==> src/rtl/core/rxpqt_pkg.sv <==
// Shared constants and types for the range XOR point query tree.
// Field widths, action codes and the op record between sequencer and datapath.
// No dependencies.
package rxpqt_pkg;

  localparam int unsigned LEAVES_DEF = 1024;

  localparam int unsigned ACTION_W = 2;
  localparam int unsigned RB_W     = 10;
  localparam int unsigned RE_W     = 11;
  localparam int unsigned IDX_W    = 10;
  localparam int unsigned VALUE_W  = 32;
  localparam int unsigned USED_W   = 11;
  localparam int unsigned BND_W    = 18;

  localparam logic [USED_W-1:0] USED_RST = 11'd1024;

  localparam logic [ACTION_W-1:0] ACT_APPLY = 2'd0;
  localparam logic [ACTION_W-1:0] ACT_SET   = 2'd1;
  localparam logic [ACTION_W-1:0] ACT_GET   = 2'd2;
  localparam logic [ACTION_W-1:0] ACT_CLEAR = 2'd3;

  typedef enum logic [2:0] {
    OP_PATH,
    OP_SIB,
    OP_END,
    OP_SET,
    OP_GET,
    OP_ZERO,
    OP_VAL
  } op_kind_e;

  typedef struct packed {
    logic     vld;
    op_kind_e kind;
    logic     clr;
  } op_ctl_t;

endpackage

==> src/rtl/core/rxpqt_exec.sv <==
// Read-modify-write datapath: applies one op per cycle to the tag read back,
// carries the pushed-down tag along a path and captures the point value.
// Depends on rxpqt_pkg.
module rxpqt_exec #(
  parameter int unsigned NODE_W = $clog2(rxpqt_pkg::LEAVES_DEF) + 1
) (
  input  logic                            clk_i,
  input  logic                            rst_ni,
  input  rxpqt_pkg::op_ctl_t              op_i,
  input  logic [NODE_W-1:0]               addr_i,
  input  logic [rxpqt_pkg::VALUE_W-1:0]   value_i,
  input  logic [rxpqt_pkg::VALUE_W-1:0]   rdata_i,
  output logic                            we_o,
  output logic [NODE_W-1:0]               waddr_o,
  output logic [rxpqt_pkg::VALUE_W-1:0]   wdata_o,
  output logic [rxpqt_pkg::VALUE_W-1:0]   read_value_o
);

  rxpqt_pkg::op_ctl_t              op_q;
  logic [NODE_W-1:0]               addr_q;
  logic [rxpqt_pkg::VALUE_W-1:0]   acc_q, acc_d;
  logic [rxpqt_pkg::VALUE_W-1:0]   read_q, read_d;
  logic [rxpqt_pkg::VALUE_W-1:0]   mixed;

  assign mixed = rdata_i ^ acc_q;

  always_comb begin
    acc_d   = acc_q;
    read_d  = read_q;
    we_o    = op_q.vld;
    wdata_o = mixed;
    if (op_q.vld) begin
      case (op_q.kind)
        rxpqt_pkg::OP_PATH: begin
          acc_d   = mixed;
          wdata_o = '0;
        end
        rxpqt_pkg::OP_SIB: begin
          wdata_o = mixed;
        end
        rxpqt_pkg::OP_END: begin
          acc_d = '0;
        end
        rxpqt_pkg::OP_SET: begin
          wdata_o = value_i;
          acc_d   = '0;
        end
        rxpqt_pkg::OP_GET: begin
          read_d = mixed;
          acc_d  = '0;
        end
        rxpqt_pkg::OP_ZERO: begin
          wdata_o = '0;
          acc_d   = '0;
        end
        rxpqt_pkg::OP_VAL: begin
          wdata_o = rdata_i ^ value_i;
        end
        default: begin
          we_o = 1'b0;
        end
      endcase
    end
    if (op_i.clr) begin
      acc_d  = '0;
      read_d = '0;
    end
  end

  always_ff @(posedge clk_i or negedge rst_ni) begin
    if (!rst_ni) begin
      op_q   <= '0;
      acc_q  <= '0;
      read_q <= '0;
    end else begin
      op_q   <= op_i;
      acc_q  <= acc_d;
      read_q <= read_d;
    end
  end

  always_ff @(posedge clk_i) begin
    addr_q <= addr_i;
  end

  assign waddr_o      = addr_q;
  assign read_value_o = read_q;

endmodule

==> config.mk <==
export PLATFORM = sky130hd
export DESIGN_NAME = rxpqt_exec
export DESIGN_NICKNAME = d
export VERILOG_FILES = /design/src/rtl/core/rxpqt_pkg.sv /design/src/rtl/core/rxpqt_exec.sv
export SDC_FILE = /design/constraint.sdc
export NUM_CORES = 1
export LEC_CHECK = 0
export BUFFER_PORTS_ARGS = -buffer_cell sky130_fd_sc_hd__buf_2
export CORE_UTILIZATION = 45
export CTS_CLUSTER_SIZE = 40
export DETAILED_ROUTE_END_ITERATION = 12
export PLACE_DENSITY = 0.79
export SETUP_SLACK_MARGIN = 0.5
export SLEW_MARGIN = 10
export SYNTH_ARGS = -nofsm -noshare
export SYNTH_HDL_FRONTEND = slang
export SYNTH_SLANG_ARGS = --single-unit
==> constraint.sdc <==
create_clock -name clk_i -period 2.4 [get_ports clk_i]
set_clock_uncertainty 0.1 [all_clocks]
set_input_delay 0.12 -clock clk_i [delete_from_list [all_inputs] [get_ports clk_i]]
set_output_delay 0.12 -clock clk_i [all_outputs]
set_load 0.005 [all_outputs]
# After elaboration in Yosys (flattened, before gate mapping)
# Cells that the tools add are included.
word_totals:
  ff_bits: 79
  input_bits: 82
  out_inout_bits: 76
  word_cells: 32
classes:
  n_eq_ne: 6
  mux: 10
  bitwise_logic: 2
  reduce_logical: 9
ops:
  columns: ["operator", "count"]
  rows:
  - ["two-way mux 32 bit", 6]
  - ["one-hot mux 32 bit (3 select lines)", 1]
  - ["one-hot mux 32 bit (2 select lines)", 1]
  - ["XOR 32 bit", 2]
  - ["== test 3 bit, second input constant", 3]
  - ["OR reduction 7 bit", 1]
  - ["== test 3 x 2 -> 1 bit, second input constant", 2]
  - ["AND reduction 2 bit", 2]
  - ["nonzero test 2 bit", 2]
  - ["OR reduction 4 bit", 1]
  - ["== test 3 x 1 -> 1 bit, second input constant", 1]
  - ["zero test 3 bit", 1]
  - ["nonzero test 3 bit", 1]
  - ["two-way mux 1 bit", 2]
  - ["OR reduction 2 bit", 1]

# Depth between registers and ports, before layout
logic_depth:
  depth_word: 5
  depth_mapped: 6
  mapped_depth_nobuf: 3

# Worst setup path after synthesis
# No wires, ideal clock.
synth_timing:
  path_kind: "register -> register"
  startpoint: "register op_q[2] (netlist name)"
  endpoint: "register acc_q[0] (netlist name)"
  setup_time_ns: 0.066
  t_arrival_ns: 1.533
  path_slack_ns: 0.700
  path_stages_with_launch: 7
  n_path_buf: 3
  synth_period_minus_slack_ns: 1.700
  cell_sequence: "dfrtp_1 buf_6 or4b_1 buf_2 buf_6 nor3b_2 a221o_1"
synth_between:
  elab_chain_cells: 5
  elab_cells_between_ends: 11
  classes_between: "4 x eq/ne; 3 x mux; 4 x reduce/logical"
synth_rtl:
  columns: ["item", "line", "rtl"]
  rows:
  - ["start: declaration", "rxpqt_exec.sv:19", "rxpqt_pkg::op_ctl_t op_q;"]
  - ["start signal: assignment", "rxpqt_exec.sv:76", "op_q <= op_i;"]
  - ["== test 3 bit / == test 3 x 2 -> 1 bit (equally long branches)", "rxpqt_exec.sv:33", "case (op_q.kind)"]
  - ["OR reduction 4 bit (no source line)", null, null]
  - ["one-hot mux 32 bit (2 select lines)", "rxpqt_exec.sv:33", null]
  - ["two-way mux 32 bit", "rxpqt_exec.sv:32", "if (op_q.vld) begin"]
  - ["two-way mux 32 bit", "rxpqt_exec.sv:64", "if (op_i.clr) begin"]
  - ["end signal: assignment", "rxpqt_exec.sv:73", "acc_q <= '0;"]
  - ["end signal: assignment", "rxpqt_exec.sv:77", "acc_q <= acc_d;"]
  - ["end: declaration", "rxpqt_exec.sv:21", "logic [rxpqt_pkg::VALUE_W-1:0] acc_q, acc_d;"]
# Several ways; a longest one is shown, not always the timed one. The select of a mux whose other input is x is not followed.
# A chain may end at the register's enable or synchronous reset.

# Worst setup path in the final report
layout_timing:
  startpoint: "register op_q[2] (netlist name)"
  endpoint: "register acc_q[20] (netlist name)"
# Same word-level chain as after synthesis.

==> results_dict.tcl <==
set metrics [dict create \
    status "completed" \
    yosysWarningCount 0 \
    overflow 0 \
    rsz0062_at_grt "true" \
    root_buffer "clkbuf_8" \
    synth_top_area_cell "dfrtp_1" \
    drtIter0Drc 293 \
    relSlewSlack_pct 41.15 \
    fillers 824 \
    cts_tree "done" \
    power_density_nw_per_um2 475.3 \
    cts_sinks 79 \
    cts_made_buffers 9 \
    synth.distinct_cells 26 \
    wl_per_cell_um 18.28 \
    coreArea_um2 10320 \
    syn_area_um2 4775 \
    portBuffers 157 \
    pin_count 158 \
    slew_violations 0 \
    avgSynthCellArea_um2 9.885 \
    peakVddDrop_mv 0.2851 \
    clk_pin_slew_worst_paths_ps 80 \
    hold_path.class "primary input to register" \
    critPathCaptureType "register" \
    syn_to_final_growth_pct 39.88 \
    grt_start_max_net_pins 69 \
    min_from "rdata_i[29]" \
    start_kind "register" \
    synth_fp_nets 565 \
    wl_um 14880 \
    multi_input_area_um2 2839 \
    drive_gt1_share_pct 41.00 \
    fin_area_um2 6679 \
    cap_violations 0 \
    ant_nets 0 \
    fp.dieArea_um2 11030 \
    cp_max_fo 12 \
    crit_path_start "op_q[2]" \
    grt_pass1_vias 4635 \
    final-seq-area_um2 1926 \
    dieHeight_um 105.0 \
    finalCriticalPeriod_ps 2092 \
    antenna_cells 0 \
    finalSetupViolCount 0 \
    crit_required_ps 2580 \
    yosys_register_bits 79 \
    clk_latency_ps 350 \
    remaining_drc_errors 0 \
    leakagePower_uw 0.003030 \
    grt.total_usage_pct 24.57 \
    syn_inst 483 \
    hold_violations 0 \
    tns_ps 0 \
    clock_path_buffers 2 \
    gp_congestion 0.7552 \
    antenna_found_initial 0 \
    htreeDepth 3 \
    crit_type "register to register" \
    die_w_um 105.0 \
    dpl-instance-area_um2 5728 \
    initial_core_util_pct 46.25 \
    timing.rr.start "op_q[2]" \
    grt_pass1_wl_um 21740 \
    worstMarginPinSlew_ps 882.7 \
    rows 37 \
    min_period_over_period_pct 87.19 \
    finalWorstSetupSlack_ps 307.5 \
    synth_area_leaders "dfrtp_1, nor2b_1, nor3b_2" \
    num_vias 4839 \
    fmax_ghz 0.4779 \
    nets 756 \
    drt-pass1-iter-count 6 \
    place_hpwl_um 9284 \
    viasPerCell 5.945 \
    yosysSeqAreaShare_pct 40.25 \
    arrival_ps 2270 \
    dp_slack_ps 271.6 \
    synth_top_area_share_pct 35.64 \
]
-- area by class of cell --
class                      instances  area share (%)
clock buffer                      11           2.117
clock inverter                     4           1.049
inverter                           1          0.1124
multi-input combinational        365           42.51
sequential                        79           28.83
tap                              136           2.548
timing repair buffer             218           22.84
-- cell usage in the layout (no fill, tap or decap), types with 16 or more instances in the layout --
cell type,synthesis,final
dfrtp_1,68,65
o22ai_1,32,22
dlygate4sd3_1,0,16
buf_4,0,25
nor2_1,34,33
o2bb2ai_1,32,32
nor3b_2,30,28
nand3_1,32,32
a221o_1,31,31
buf_2,10,156
a22oi_1,32,22
nor2b_1,96,96
nand3b_1,32,32
-- Yosys cell counts --
cell type,instances
a221o_1,31
a221o_2,1
a22oi_1,32
a31oi_1,3
and4b_1,2
buf_1,4
buf_2,10
buf_6,4
clkbuf_1,20
dfrtp_1,68
dfxtp_1,11
inv_1,1
nand2_1,1
nand3_1,32
nand3b_1,32
nand4b_1,1
nor2_1,34
nor2b_1,96
nor3b_1,2
nor3b_2,30
o22ai_1,32
o2bb2ai_1,32
or3b_1,1
or4b_1,1
xor2_1,1
xor3_1,1
-- worst max-delay path: stages, from the launching register on --
cell and delay, ps:
dfrtp_2 430, buf_4 150, buf_4 130, or4b_4 620
buf_12 190, nor3b_1 250, a221o_1 150
-- cell families (layout without fill, tap and decap cells) --
| group | after synthesis | after routing | synth area share (%) |
|---|---|---|---|
| and+or+nand+nor | 232 | 232 | 32.89 |
| AOI/OAI and AO/OA | 131 | 131 | 22.22 |
| DFF | 79 | 79 | 40.25 |
| buffers and inverters | 39 | 234 | 3.957 |
| xor gates and xnor gates | 2 | 2 | 0.6813 |
-- stage by stage --
stage               total power (µW)  instances  util, %  hold slack (ps)
floorplan                       1721        483        -           -275.6
global placement                1992        754    55.48            122.4
detailed placement              2016        754    55.48            123.6
CTS                             3139        796    61.06            24.17
global route                    3314        814    64.70            37.94
finish                          3175        814    64.70            29.25
-- registers in the layout (all words and copies together) (netlist names) --
name	flops
waddr_o	11
acc_q	32
op_q	4
read_value_o	32
-- path summary, 6_finish.rpt --
kind / to / slack [ps] / cells after the start
worst max-delay path: acc_q[20] / 310 / 6
worst min-delay path: read_value_o[29] / 30 / 4
worst max register to register: acc_q[20] / 310 / 6
worst min register to register: read_value_o[17] / 390 / 1
max in group asynchronous: op_q[2] / 1250 / 2
min in group asynchronous: read_value_o[19] / 340 / 2
-- per-layer routing --
metal | wire length (µm) | track usage, % | up-vias
li1 | - | - | 2215
met1 | 6099 | 29.88 | 2378
met2 | 7567 | 44.18 | 209
met3 | 820 | 3.556 | 37
met4 | 394 | 8.551 | 0
met5 | 0 | 0 | -
-- repair_timing --
action / in CTS / in global routing
gates resized for setup: 29 / 23
endpoints found under the setup margin: 64 / 38
buffers inserted: 11 / 9
pin swaps: 1 / 10
gates cloned: 0 / 9
hold buffers: 16 / 0
hold endpoints to repair: 83 / 0
-- power by group --
| group | switching, µW | total (µW) | internal [µW] | leakage, µW |
|---|---|---|---|---|
| sequential | 25.6 | 1390 | 1370 | 0.00102 |
| combinational | 374 | 714 | 341 | 0.00190 |
| clock | 464 | 1070 | 606 | 0.000109 |
| total | 863 | 3170 | 2310 | 0.00303 |
Note: power is estimated with default switching activity, not from simulation.
