**config.mk**
```make
export PLATFORM = sky130hd
export DESIGN_NAME = rxpqt_seq_flat
export DESIGN_NICKNAME = d
export VERILOG_FILES = /design/src/rtl/core/rxpqt_pkg.sv /design/src/rtl/core/rxpqt_if.sv /design/src/rtl/core/rxpqt_seq.sv /design/src/flat_wrapper.sv
export SDC_FILE = /design/constraint.sdc
export NUM_CORES = 1
export LEC_CHECK = 0
export BUFFER_PORTS_ARGS = -buffer_cell sky130_fd_sc_hd__buf_2
export CORE_MARGIN = 4
export CORE_UTILIZATION = 50
export CTS_BUF_LIST = sky130_fd_sc_hd__clkbuf_8
export DETAILED_ROUTE_END_ITERATION = 8
export GPL_ROUTABILITY_DRIVEN = 0
export HOLD_SLACK_MARGIN = 0.1
export PLACE_DENSITY = 0.83
export SLEW_MARGIN = 20
export SYNTH_ARGS = -nofsm -noshare
export SYNTH_HDL_FRONTEND = slang
export SYNTH_SLANG_ARGS = --single-unit
```
**constraint.sdc**
```tcl
create_clock -name clk_i -period 8.05 [get_ports clk_i]
set_clock_uncertainty 0.05 [all_clocks]
set_input_delay 1.61 -clock clk_i [delete_from_list [all_inputs] [get_ports clk_i]]
set_output_delay 1.61 -clock clk_i [all_outputs]
set_load 0.02 [all_outputs]
```
**src/rtl/core/rxpqt_pkg.sv**
```systemverilog
// Shared constants and types for the range XOR point query tree.
// Field widths, action codes and the op record between sequencer and datapath.
// No dependencies.
package rxpqt_pkg;

  localparam int unsigned LEAVES_DEF = 1024;

  localparam int unsigned ACTION_W = 2;
  localparam int unsigned RB_W     = 10;
  localparam int unsigned RE_W     = 11;
  localparam int unsigned IDX_W    = 10;
  localparam int unsigned VALUE_W  = 32;
  localparam int unsigned USED_W   = 11;
  localparam int unsigned BND_W    = 18;

  localparam logic [USED_W-1:0] USED_RST = 11'd1024;

  localparam logic [ACTION_W-1:0] ACT_APPLY = 2'd0;
  localparam logic [ACTION_W-1:0] ACT_SET   = 2'd1;
  localparam logic [ACTION_W-1:0] ACT_GET   = 2'd2;
  localparam logic [ACTION_W-1:0] ACT_CLEAR = 2'd3;

  typedef enum logic [2:0] {
    OP_PATH,
    OP_SIB,
    OP_END,
    OP_SET,
    OP_GET,
    OP_ZERO,
    OP_VAL
  } op_kind_e;

  typedef struct packed {
    logic     vld;
    op_kind_e kind;
    logic     clr;
  } op_ctl_t;

endpackage

```
**src/rtl/core/rxpqt_if.sv**
```systemverilog
// Valid/ready channel interfaces for requests and responses.
// Depends on rxpqt_pkg for field widths.
interface rxpqt_req_if;
  logic                             valid;
  logic                             ready;
  logic [rxpqt_pkg::ACTION_W-1:0]   action;
  logic [rxpqt_pkg::RB_W-1:0]       range_begin;
  logic [rxpqt_pkg::RE_W-1:0]       range_end;
  logic [rxpqt_pkg::IDX_W-1:0]      index;
  logic [rxpqt_pkg::VALUE_W-1:0]    value;

  modport source(output valid, action, range_begin, range_end, index, value, input ready);
  modport sink(input valid, action, range_begin, range_end, index, value, output ready);
endinterface


```
**src/rtl/core/rxpqt_seq.sv**
```systemverilog
// Sequencer: checks bounds, clears the memory after reset and emits the node
// ops for the push walks, the leaf access and the range cover loop.
// Depends on rxpqt_pkg and rxpqt_req_if.
module rxpqt_seq #(
  parameter int unsigned LEAVES = rxpqt_pkg::LEAVES_DEF,
  parameter int unsigned NODE_W = $clog2(LEAVES) + 1
) (
  input  logic                            clk_i,
  input  logic                            rst_ni,
  input  logic [rxpqt_pkg::USED_W-1:0]    used_size_i,
  rxpqt_req_if.sink                       req_i,
  output rxpqt_pkg::op_ctl_t              op_o,
  output logic [NODE_W-1:0]               addr_o,
  output logic [rxpqt_pkg::VALUE_W-1:0]   value_o,
  output logic                            done_o,
  output logic                            status_o,
  input  logic                            load_i
);

  localparam int unsigned LOG_L = NODE_W - 1;
  localparam int unsigned LW    = (LOG_L > 0) ? LOG_L : 1;
  localparam int unsigned LVL_W = $clog2(LOG_L + 2);
  localparam int unsigned AB_W  = NODE_W + 1;
  localparam int unsigned BW    = rxpqt_pkg::BND_W;
  localparam logic [BW-1:0] LEAVES_X = BW'(LEAVES);
  localparam logic [BW-1:0] LMASK    = BW'(LEAVES - 1);
  localparam logic [LVL_W-1:0] LVL_LEAF = LVL_W'(LOG_L);

  typedef enum logic [2:0] {
    S_INIT, S_IDLE, S_WALK, S_RNG_A, S_RNG_B, S_DRAIN, S_FIN
  } state_e;

  typedef enum logic [1:0] {SEG_A, SEG_B, SEG_LEAF} seg_e;

  typedef enum logic [1:0] {PH_TOP, PH_SIB, PH_CHILD} phase_e;

  state_e                          state_q, state_d;
  seg_e                            seg_q, seg_d;
  phase_e                          ph_q, ph_d;
  logic [NODE_W-1:0]               cur_q, cur_d;
  logic [LW-1:0]                   dir_q, dir_d;
  logic [LW-1:0]                   srem_q, srem_d;
  logic [LVL_W-1:0]                lvl_q, lvl_d;
  logic [AB_W-1:0]                 a_q, a_d;
  logic [AB_W-1:0]                 b_q, b_d;
  logic [LW-1:0]                   re_low_q, re_low_d;
  logic [rxpqt_pkg::ACTION_W-1:0]  act_q, act_d;
  logic [rxpqt_pkg::VALUE_W-1:0]   value_q, value_d;
  logic                            status_q, status_d;
  logic [NODE_W-1:0]               init_q, init_d;

  logic [BW-1:0]                   used_x, bound, rb_x, re_x, ix_x;
  logic                            ok_apply, ok_pt;
  logic                            dbit, stop_root, stop_child, wdone;
  logic [LW-1:0]                   dir_sh, srem_sh;
  logic [NODE_W-1:0]               child, sib;
  logic [AB_W-1:0]                 b_n;
  rxpqt_pkg::op_kind_e             end_kind;

  assign used_x   = BW'(used_size_i);
  assign bound    = (used_x < LEAVES_X) ? used_x : LEAVES_X;
  assign rb_x     = BW'(req_i.range_begin);
  assign re_x     = BW'(req_i.range_end);
  assign ix_x     = BW'(req_i.index);
  assign ok_apply = (rb_x < bound) && (re_x <= bound) && (rb_x <= re_x);
  assign ok_pt    = ix_x < bound;

  assign dbit       = dir_q[LW-1];
  assign dir_sh     = dir_q << 1;
  assign srem_sh    = srem_q << 1;
  assign child      = NODE_W'({cur_q, dbit});
  assign sib        = NODE_W'({cur_q, ~dbit});
  assign stop_root  = (seg_q == SEG_LEAF) ? (LOG_L == 0) : (srem_q == '0);
  assign stop_child = (seg_q == SEG_LEAF) ? ((lvl_q + LVL_W'(1)) == LVL_LEAF)
                                          : (srem_sh == '0);
  assign b_n        = b_q[0] ? (b_q - AB_W'(1)) : b_q;

  always_comb begin
    end_kind = rxpqt_pkg::OP_END;
    if (seg_q == SEG_LEAF) begin
      case (act_q)
        rxpqt_pkg::ACT_SET:   end_kind = rxpqt_pkg::OP_SET;
        rxpqt_pkg::ACT_GET:   end_kind = rxpqt_pkg::OP_GET;
        rxpqt_pkg::ACT_CLEAR: end_kind = rxpqt_pkg::OP_ZERO;
        default:              end_kind = rxpqt_pkg::OP_END;
      endcase
    end
  end

  always_comb begin
    state_d  = state_q;
    seg_d    = seg_q;
    ph_d     = ph_q;
    cur_d    = cur_q;
    dir_d    = dir_q;
    srem_d   = srem_q;
    lvl_d    = lvl_q;
    a_d      = a_q;
    b_d      = b_q;
    re_low_d = re_low_q;
    act_d    = act_q;
    value_d  = value_q;
    status_d = status_q;
    init_d   = init_q;
    op_o     = '{vld: 1'b0, kind: rxpqt_pkg::OP_ZERO, clr: 1'b0};
    addr_o   = cur_q;
    wdone    = 1'b0;

    case (state_q)
      S_INIT: begin
        op_o.vld  = 1'b1;
        op_o.kind = rxpqt_pkg::OP_ZERO;
        addr_o    = init_q;
        init_d    = init_q + NODE_W'(1);
        if (init_q == '1) begin
          state_d = S_IDLE;
        end
      end
      S_IDLE: begin
        if (req_i.valid) begin
          op_o.clr = 1'b1;
          act_d    = req_i.action;
          value_d  = req_i.value;
          ph_d     = PH_TOP;
          cur_d    = NODE_W'(1);
          lvl_d    = '0;
          a_d      = AB_W'(LEAVES_X + rb_x);
          b_d      = AB_W'(LEAVES_X + re_x);
          re_low_d = LW'(re_x & LMASK);
          if (req_i.action == rxpqt_pkg::ACT_APPLY) begin
            status_d = !ok_apply;
            seg_d    = SEG_A;
            dir_d    = LW'(rb_x & LMASK);
            srem_d   = LW'(rb_x & LMASK);
            state_d  = ok_apply ? S_WALK : S_FIN;
          end else begin
            status_d = !ok_pt;
            seg_d    = SEG_LEAF;
            dir_d    = LW'(ix_x & LMASK);
            srem_d   = LW'(ix_x & LMASK);
            state_d  = ok_pt ? S_WALK : S_FIN;
          end
        end
      end
      S_WALK: begin
        op_o.vld = 1'b1;
        case (ph_q)
          PH_TOP: begin
            addr_o    = NODE_W'(1);
            op_o.kind = stop_root ? end_kind : rxpqt_pkg::OP_PATH;
            wdone     = stop_root;
            ph_d      = PH_SIB;
          end
          PH_SIB: begin
            addr_o    = sib;
            op_o.kind = rxpqt_pkg::OP_SIB;
            ph_d      = PH_CHILD;
          end
          PH_CHILD: begin
            addr_o    = child;
            op_o.kind = stop_child ? end_kind : rxpqt_pkg::OP_PATH;
            wdone     = stop_child;
            cur_d     = child;
            dir_d     = dir_sh;
            srem_d    = srem_sh;
            lvl_d     = lvl_q + LVL_W'(1);
            ph_d      = PH_SIB;
          end
          default: begin
            op_o.vld = 1'b0;
            ph_d     = PH_TOP;
          end
        endcase
        if (wdone) begin
          case (seg_q)
            SEG_A: begin
              if (re_low_q == '0) begin
                state_d = S_RNG_A;
              end else begin
                seg_d  = SEG_B;
                ph_d   = PH_TOP;
                cur_d  = NODE_W'(1);
                lvl_d  = '0;
                dir_d  = re_low_q & (re_low_q - LW'(1));
                srem_d = re_low_q;
              end
            end
            SEG_B:   state_d = S_RNG_A;
            default: state_d = S_DRAIN;
          endcase
        end
      end
      S_RNG_A: begin
        if (a_q >= b_q) begin
          state_d = S_DRAIN;
        end else begin
          if (a_q[0]) begin
            op_o.vld  = 1'b1;
            op_o.kind = rxpqt_pkg::OP_VAL;
            addr_o    = NODE_W'(a_q);
            a_d       = a_q + AB_W'(1);
          end
          state_d = S_RNG_B;
        end
      end
      S_RNG_B: begin
        if (b_q[0]) begin
          op_o.vld  = 1'b1;
          op_o.kind = rxpqt_pkg::OP_VAL;
          addr_o    = NODE_W'(b_n);
        end
        a_d     = a_q >> 1;
        b_d     = b_n >> 1;
        state_d = S_RNG_A;
      end
      S_DRAIN: begin
        state_d = S_FIN;
      end
      S_FIN: begin
        if (load_i) begin
          state_d = S_IDLE;
        end
      end
      default: begin
        state_d = S_IDLE;
      end
    endcase
  end

  always_ff @(posedge clk_i or negedge rst_ni) begin
    if (!rst_ni) begin
      state_q  <= S_INIT;
      seg_q    <= SEG_A;
      ph_q     <= PH_TOP;
      cur_q    <= NODE_W'(1);
      dir_q    <= '0;
      srem_q   <= '0;
      lvl_q    <= '0;
      a_q      <= '0;
      b_q      <= '0;
      re_low_q <= '0;
      act_q    <= '0;
      value_q  <= '0;
      status_q <= 1'b0;
      init_q   <= '0;
    end else begin
      state_q  <= state_d;
      seg_q    <= seg_d;
      ph_q     <= ph_d;
      cur_q    <= cur_d;
      dir_q    <= dir_d;
      srem_q   <= srem_d;
      lvl_q    <= lvl_d;
      a_q      <= a_d;
      b_q      <= b_d;
      re_low_q <= re_low_d;
      act_q    <= act_d;
      value_q  <= value_d;
      status_q <= status_d;
      init_q   <= init_d;
    end
  end

  assign req_i.ready = (state_q == S_IDLE);
  assign value_o     = value_q;
  assign done_o      = (state_q == S_FIN);
  assign status_o    = status_q;

endmodule

```
**src/flat_wrapper.sv**
```systemverilog
// flat-port wrapper written by rule: the top's interface ports become plain ports
module rxpqt_seq_flat 
#(
  parameter int unsigned LEAVES = rxpqt_pkg::LEAVES_DEF,
  parameter int unsigned NODE_W = $clog2(LEAVES) + 1
)
  (clk_i, rst_ni, used_size_i, op_o, addr_o, value_o, done_o, status_o, load_i, req_i_valid, req_i_action, req_i_range_begin, req_i_range_end, req_i_index, req_i_value, req_i_ready);
  rxpqt_req_if req_i_i ();
  input  logic clk_i;
  input  logic rst_ni;
  input  logic [rxpqt_pkg::USED_W-1:0] used_size_i;
  output rxpqt_pkg::op_ctl_t op_o;
  output logic [NODE_W-1:0] addr_o;
  output logic [rxpqt_pkg::VALUE_W-1:0] value_o;
  output logic done_o;
  output logic status_o;
  input  logic load_i;
  input wire logic [$bits(req_i_i.valid)-1:0] req_i_valid;
  input wire logic [$bits(req_i_i.action)-1:0] req_i_action;
  input wire logic [$bits(req_i_i.range_begin)-1:0] req_i_range_begin;
  input wire logic [$bits(req_i_i.range_end)-1:0] req_i_range_end;
  input wire logic [$bits(req_i_i.index)-1:0] req_i_index;
  input wire logic [$bits(req_i_i.value)-1:0] req_i_value;
  output wire logic [$bits(req_i_i.ready)-1:0] req_i_ready;
  assign req_i_i.valid = req_i_valid;
  assign req_i_i.action = req_i_action;
  assign req_i_i.range_begin = req_i_range_begin;
  assign req_i_i.range_end = req_i_range_end;
  assign req_i_i.index = req_i_index;
  assign req_i_i.value = req_i_value;
  assign req_i_ready = req_i_i.ready;
  rxpqt_seq #(.LEAVES(LEAVES), .NODE_W(NODE_W)) u_core (.clk_i(clk_i), .rst_ni(rst_ni), .used_size_i(used_size_i), .req_i(req_i_i), .op_o(op_o), .addr_o(addr_o), .value_o(value_o), .done_o(done_o), .status_o(status_o), .load_i(load_i));
endmodule
```
* Yosys cells after proc, flatten, opt, wreduce, memory -nomap -nowiden
Cells that the tools add are included.
** Storage, ports and cells
- Flip-flop bits (word level) :: 122
- Input bits :: 80
- Output and inout port bits :: 51
- Word-level logic and storage cells :: 154
** Cells by class
- $add $sub $neg :: 7
- Order comparisons :: 6
- Eq/ne operators :: 24
- Mux-type cells :: 77
- Bitwise logic cells :: 2
- Reductions and logical operators :: 23
** Operators by type and width (count)
- 10-bit two-way mux :: 10
- 11-bit two-way mux :: 9
- 12-bit two-way mux :: 5
- 11-bit one-hot mux with 4 select lines :: 1
- 10-bit one-hot mux with 2 select lines :: 2
- 10-bit by 18-bit less-than comparator with 1-bit output :: 2
- 12-bit one-hot mux with 3 select lines :: 1
- 3-bit two-way mux :: 11
- 11-bit one-hot mux with 3 select lines :: 1
- 4-bit two-way mux :: 8
- 10-bit logical NOT :: 3
- 12-bit one-hot mux with 2 select lines :: 1
- 11-bit one-hot mux with 2 select lines :: 1
- 3-bit one-hot mux with 7 select lines :: 1
- 11-bit by 18-bit less-or-equal comparator with 1-bit output :: 1
- 2-bit two-way mux :: 9
- 3-bit one-hot mux with 3 select lines :: 2
- 4-bit one-hot mux with 4 select lines :: 1
- 11-bit by 10-bit adder with 12-bit output (first input constant) :: 1
- 11-bit by 11-bit adder with 12-bit output (first input constant) :: 1
- 12-bit by 1-bit adder with 12-bit output (second input constant) :: 1
- 12-bit greater-or-equal comparator :: 1
- 2-bit one-hot mux with 2 select lines :: 3
- 12-bit by 1-bit subtractor with 12-bit output (second input constant) :: 1
- other kinds (33) :: 62

* Longest topological paths before layout
- Depth after elaboration :: 9
- Depth in mapped cells :: 9
- Depth with buffers taken out :: 9

* Worst setup path before layout
OpenSTA, ideal clock, no wires.
- Kind :: input to output
- Start point :: input port req_i_valid
- End point :: output port op_o[0] (netlist name)
- Data arrival time :: 2.532 ns
- Required time :: 6.390 ns
- Path slack :: 3.858 ns
- Stages on the path :: 4
- Path buffers :: 2
- Cell sequence :: nand2_1 -> inv_1 -> clkbuf_1 -> buf_1
** RTL lines
- start: declaration :: line flat_wrapper.sv:18 : input wire logic [$bits(req_i_i.valid)-1:0] req_i_valid;
- end: declaration :: line flat_wrapper.sv:12 : output rxpqt_pkg::op_ctl_t op_o;

* Worst setup path in the final report
- Start point :: register u_core.state_q[1]
- End point :: output port addr_o[3]
** On the way
- Word-level cells in the longest chain between the ends :: 2
- Elaborated cells between the ends (all ways) :: 5
- Those cells by class :: eq/ne: 3; mux: 1; reduce/logical: 1
** Ends and longest elaborated chain
- start: declaration :: line rxpqt_seq.sv:37 : state_e state_q, state_d;
- start signal: assignment :: line rxpqt_seq.sv:247 : state_q <= state_d;
- 3-bit == test (tied with other cells) :: line rxpqt_seq.sv:109 : case (state_q)
- 11-bit one-hot mux with 4 select lines (*) :: line rxpqt_seq.sv:109
- end: declaration :: line flat_wrapper.sv:13 : output logic [NODE_W-1:0] addr_o;
Every way passes the cells marked *; elsewhere a longest branch is shown, timed or not.

==> impl_results.md <==
- Status: completed
- Share of the synthesized area in the top cell type: 38.3%
- Global route overflow: 0
- Synth area leader: dfrtp_1
- Largest net degree at the start of global routing: 80
- Synth Area in Simple Gates: between 20 and 25%
- Area grow syn2layout: 14.8%
- Syn avg cell area: 8.43 sq um
- Main combinational cell family by area after synthesis: compound AO/OA/AOI/OAI gates
- Async S/R FF share, synth: 100%
- Wirelength, routed: ~23 mm
- Mux cell area share after synthesis: 2.51%
- Cell family with most CP delay: simple AND/OR/NAND/NOR gates
- Xor/xnor share of the synthesized area: 1.33%
- Setup WS pre-CTS: ~3.1 ns
- Routed wire per std cell: 18.1 um
- Library cells used by synthesis: 68
- Post-DRT Antenna Nets: 0
- Clock Latency Late Sink: between 0.4 and 0.5 ns
- Buffers & Inverters on Critical Path: 1
- Hold depth: 2
- H-tree depth: 4
- Worst path required time: about 6.4 ns
- Reg2Reg Depth: 9
- Post-DP HPWL: 16.6 mm
- # port buffers: 130
- R2R setup slack: 3.78 ns
- Die Height: around 130 um
- Data arrival, critical path: 3.63 ns
- EDFF count, synth: 0
- Hold_buf cts: 0
- Synth Area in Compound Gates: 22.5%
- Bufs on Longest Clock Path: 2
- Initial antenna violation count: 0
- Final Setup Violations: 0
- Final TNS setup: 0 ns
- CP Launch Type: flop
- CTS tree: yes
- First-pass DRT Iterations: 6
- Synth Instances: 939
- Cells taking the most area after synthesis: dfrtp_1 38%, nand2_1 10%, ha_1 8.5%, o21ai_0 3.4%, nor2_1 2.8%
- Worst-path clk slew: 0.08 ns
- FP Rows: 45
- First-pass GRT wire length: 37.1 mm
- Worst-Margin Slew: 1.11 ns
- Num ports: between 100 and 150
- #FFs+latches synth: 122
- Max cap viols: 0
- GR Util met1: a little over a third
- Core area: between 0.015 and 0.02 sq mm
- RSZ-0062 raised after global routing: false
- Worst path depth: 6
- GR Layer Usage met3: slightly above 6%
- Vias per inst: 6.13
- Top-count cell post-synth: nand2_1
- Drc violations: 0
- Area share of fa/ha/maj cells after synthesis: 8.54%
- Post-synth top flop: dfrtp_1
- Critical path class: reg -> out
- Slew Limit Headroom: 26.1%
- Ys Warns: 0
- Clock Tree Root: clkbuf_8
- Peak supply drop: approximately 0.19 mV
- Post-synthesis sequential area ratio: 38.6%
- Vias in the first global route: 7308
- Post-CTS Setup Inserts: 0
- DIE WIDTH: ~130 um
- Number of fill cells in the layout: 1383
- Critical Path End Type: output port
- GR peak layer: met2
- Share of layout cells above drive strength 1: 18.2%
- Post-route clock period utilization: 65.7%
- Mapped Area: 0.00792 sq mm
- Die footprint: 0.0179 sq mm
- CTS buffer count: 17
- Slowest-stage cell, CP: nor2_1
- Via count: 7754
- Crit path time final: 5.29 ns
- Syn nets: 1073
- Max incr delay on CP: 0.88 ns
- Post-cts gate resize count: 0
- Nets: 1176
- CP Cell Sequence: nor2b_1 > and2_1 > nand2_1 > nor2_1 > a221o_1 > buf_2
- GR Layer Usage met2: 39.6%
- GRT Util Overall: 25.5%
- Synth cell count leaders: 211 x nand2_1, 121 x dfrtp_1, 59 x nor2_1
- Fin. max-slew vios: 0
- Num Clock Sinks: 122
- Leakage dissipation: about 4.4 nW
- Hold crit path type: reg -> reg
- Ant diodes: 0
- Fmax: 189 MHz
- Count of final hold-check violations: 0
- Starting DRT DRC Count: ~1000
- Initial Util: between 50% and 60%
- Pwr/cell area: about 380 mW/mm^2
- Setup WS post-layout: approximately 2.8 ns
- CP Max Fanout: 20
cells in the final DEF, fill, tap and decap left out, drive strengths merged, types with 11 or more instances in the layout:
cell / synthesis / routed
nor3: 13 / 13
inv: 37 / 39
nand3: 33 / 33
buf: 16 / 140
nand2: 211 / 211
dfrtp: 121 / 121
nor2: 59 / 59
clkbuf: 40 / 18
o21ai: 54 / 54
nor2b: 14 / 14
mux2i: 12 / 12
o211ai: 19 / 19
a22o: 13 / 13
nand4: 11 / 11
a22oi: 16 / 16
a21oi: 41 / 41
a221oi: 18 / 18
ha: 54 / 54
a31oi: 16 / 16
o221ai: 13 / 13
and2: 12 / 12
where the power goes:
part | switching (W) | internal, W | leakage [nW] | total (W)
combinational | 0.00104 | 0.000642 | 2.64 | 0.00168
clock | 0.000265 | 0.000283 | 0.188 | 0.000548
sequential | 0.000333 | 0.000861 | 1.54 | 0.00119
per-stage QoR:
step | utilization [%] | hold slack (ns) | cells | power (W) | cell area (sq um)
finish | 59.1 | 0.424 | 1265 | 0.00342 | 9090
global route | 59.1 | 0.456 | 1265 | 0.00368 | 9090
CTS | 58.9 | 0.426 | 1264 | 0.00340 | 9060
detailed placement | 56.4 | 0.407 | 1233 | 0.00285 | 8670
global placement | 56.4 | 0.403 | 1233 | 0.00280 | 8670
floorplan | - | 0.396 | 939 | 0.00233 | 7920
state kept, by name (all words and copies together), names as in the netlist, 3 cells and up:
name and count:
u_core.dir_q 10, u_core.re_low_q 10, u_core.srem_q 10, u_core.a_q 12
u_core.state_q 3, u_core.cur_q 11, u_core.init_q 11, u_core.lvl_q 4
u_core.b_q 12, u_core.value_o 32
layout make-up:
type	count	area [sq um]	share of cell area [%]
clock buffers	18	248	2.73
flip-flops and latches	122	3050	33.6
clock inverters	13	144	1.58
inverters	38	143	1.57
multi-input cells	723	4490	49.4
well taps	211	264	2.90
repair buffers	140	748	8.23
layer usage:
layer  routed length [um]  vias up  share of wire, %
li1                     -     3602                 -
met1                 9600     3703                42
met4                  643        0               2.8
met3                 2090       56               9.1
met5                    0        -                 0
met2                10600      393                46
kinds of logic (layout without fill, tap and decap cells):
group,count (synthesis),count (layout)
adder cells (fa/ha/maj),54,54
AND/OR/NAND/NOR,385,385
XOR/XNOR,12,12
buffers and inverters,94,209
AO/OA/AOI/OAI,253,253
multiplexers,19,19
flip-flops,122,122
final timing paths:
kind / startpoint / end
min: u_core.value_o[9] / u_core.value_o[9]
max: u_core.state_q[1] / addr_o[3]
max reg2reg: u_core.state_q[1] / u_core.a_q[9]
min in group asynchronous: rst_ni / u_core.b_q[6]
max in group asynchronous: rst_ni / u_core.value_o[28]
min reg2reg: u_core.value_o[9] / u_core.value_o[9]
worst reg2reg max path: stages (launching register included):
cell and delay, ns:
dfrtp_1 0.70, nand2b_1 0.20, nor2_1 0.08, nand2_2 0.11, buf_4 0.52, inv_2 0.50
nor2_1 0.69, inv_1 0.26, a21oi_1 0.76, o221ai_1 0.24
No activity file was read; power rests on OpenSTA's default activity.
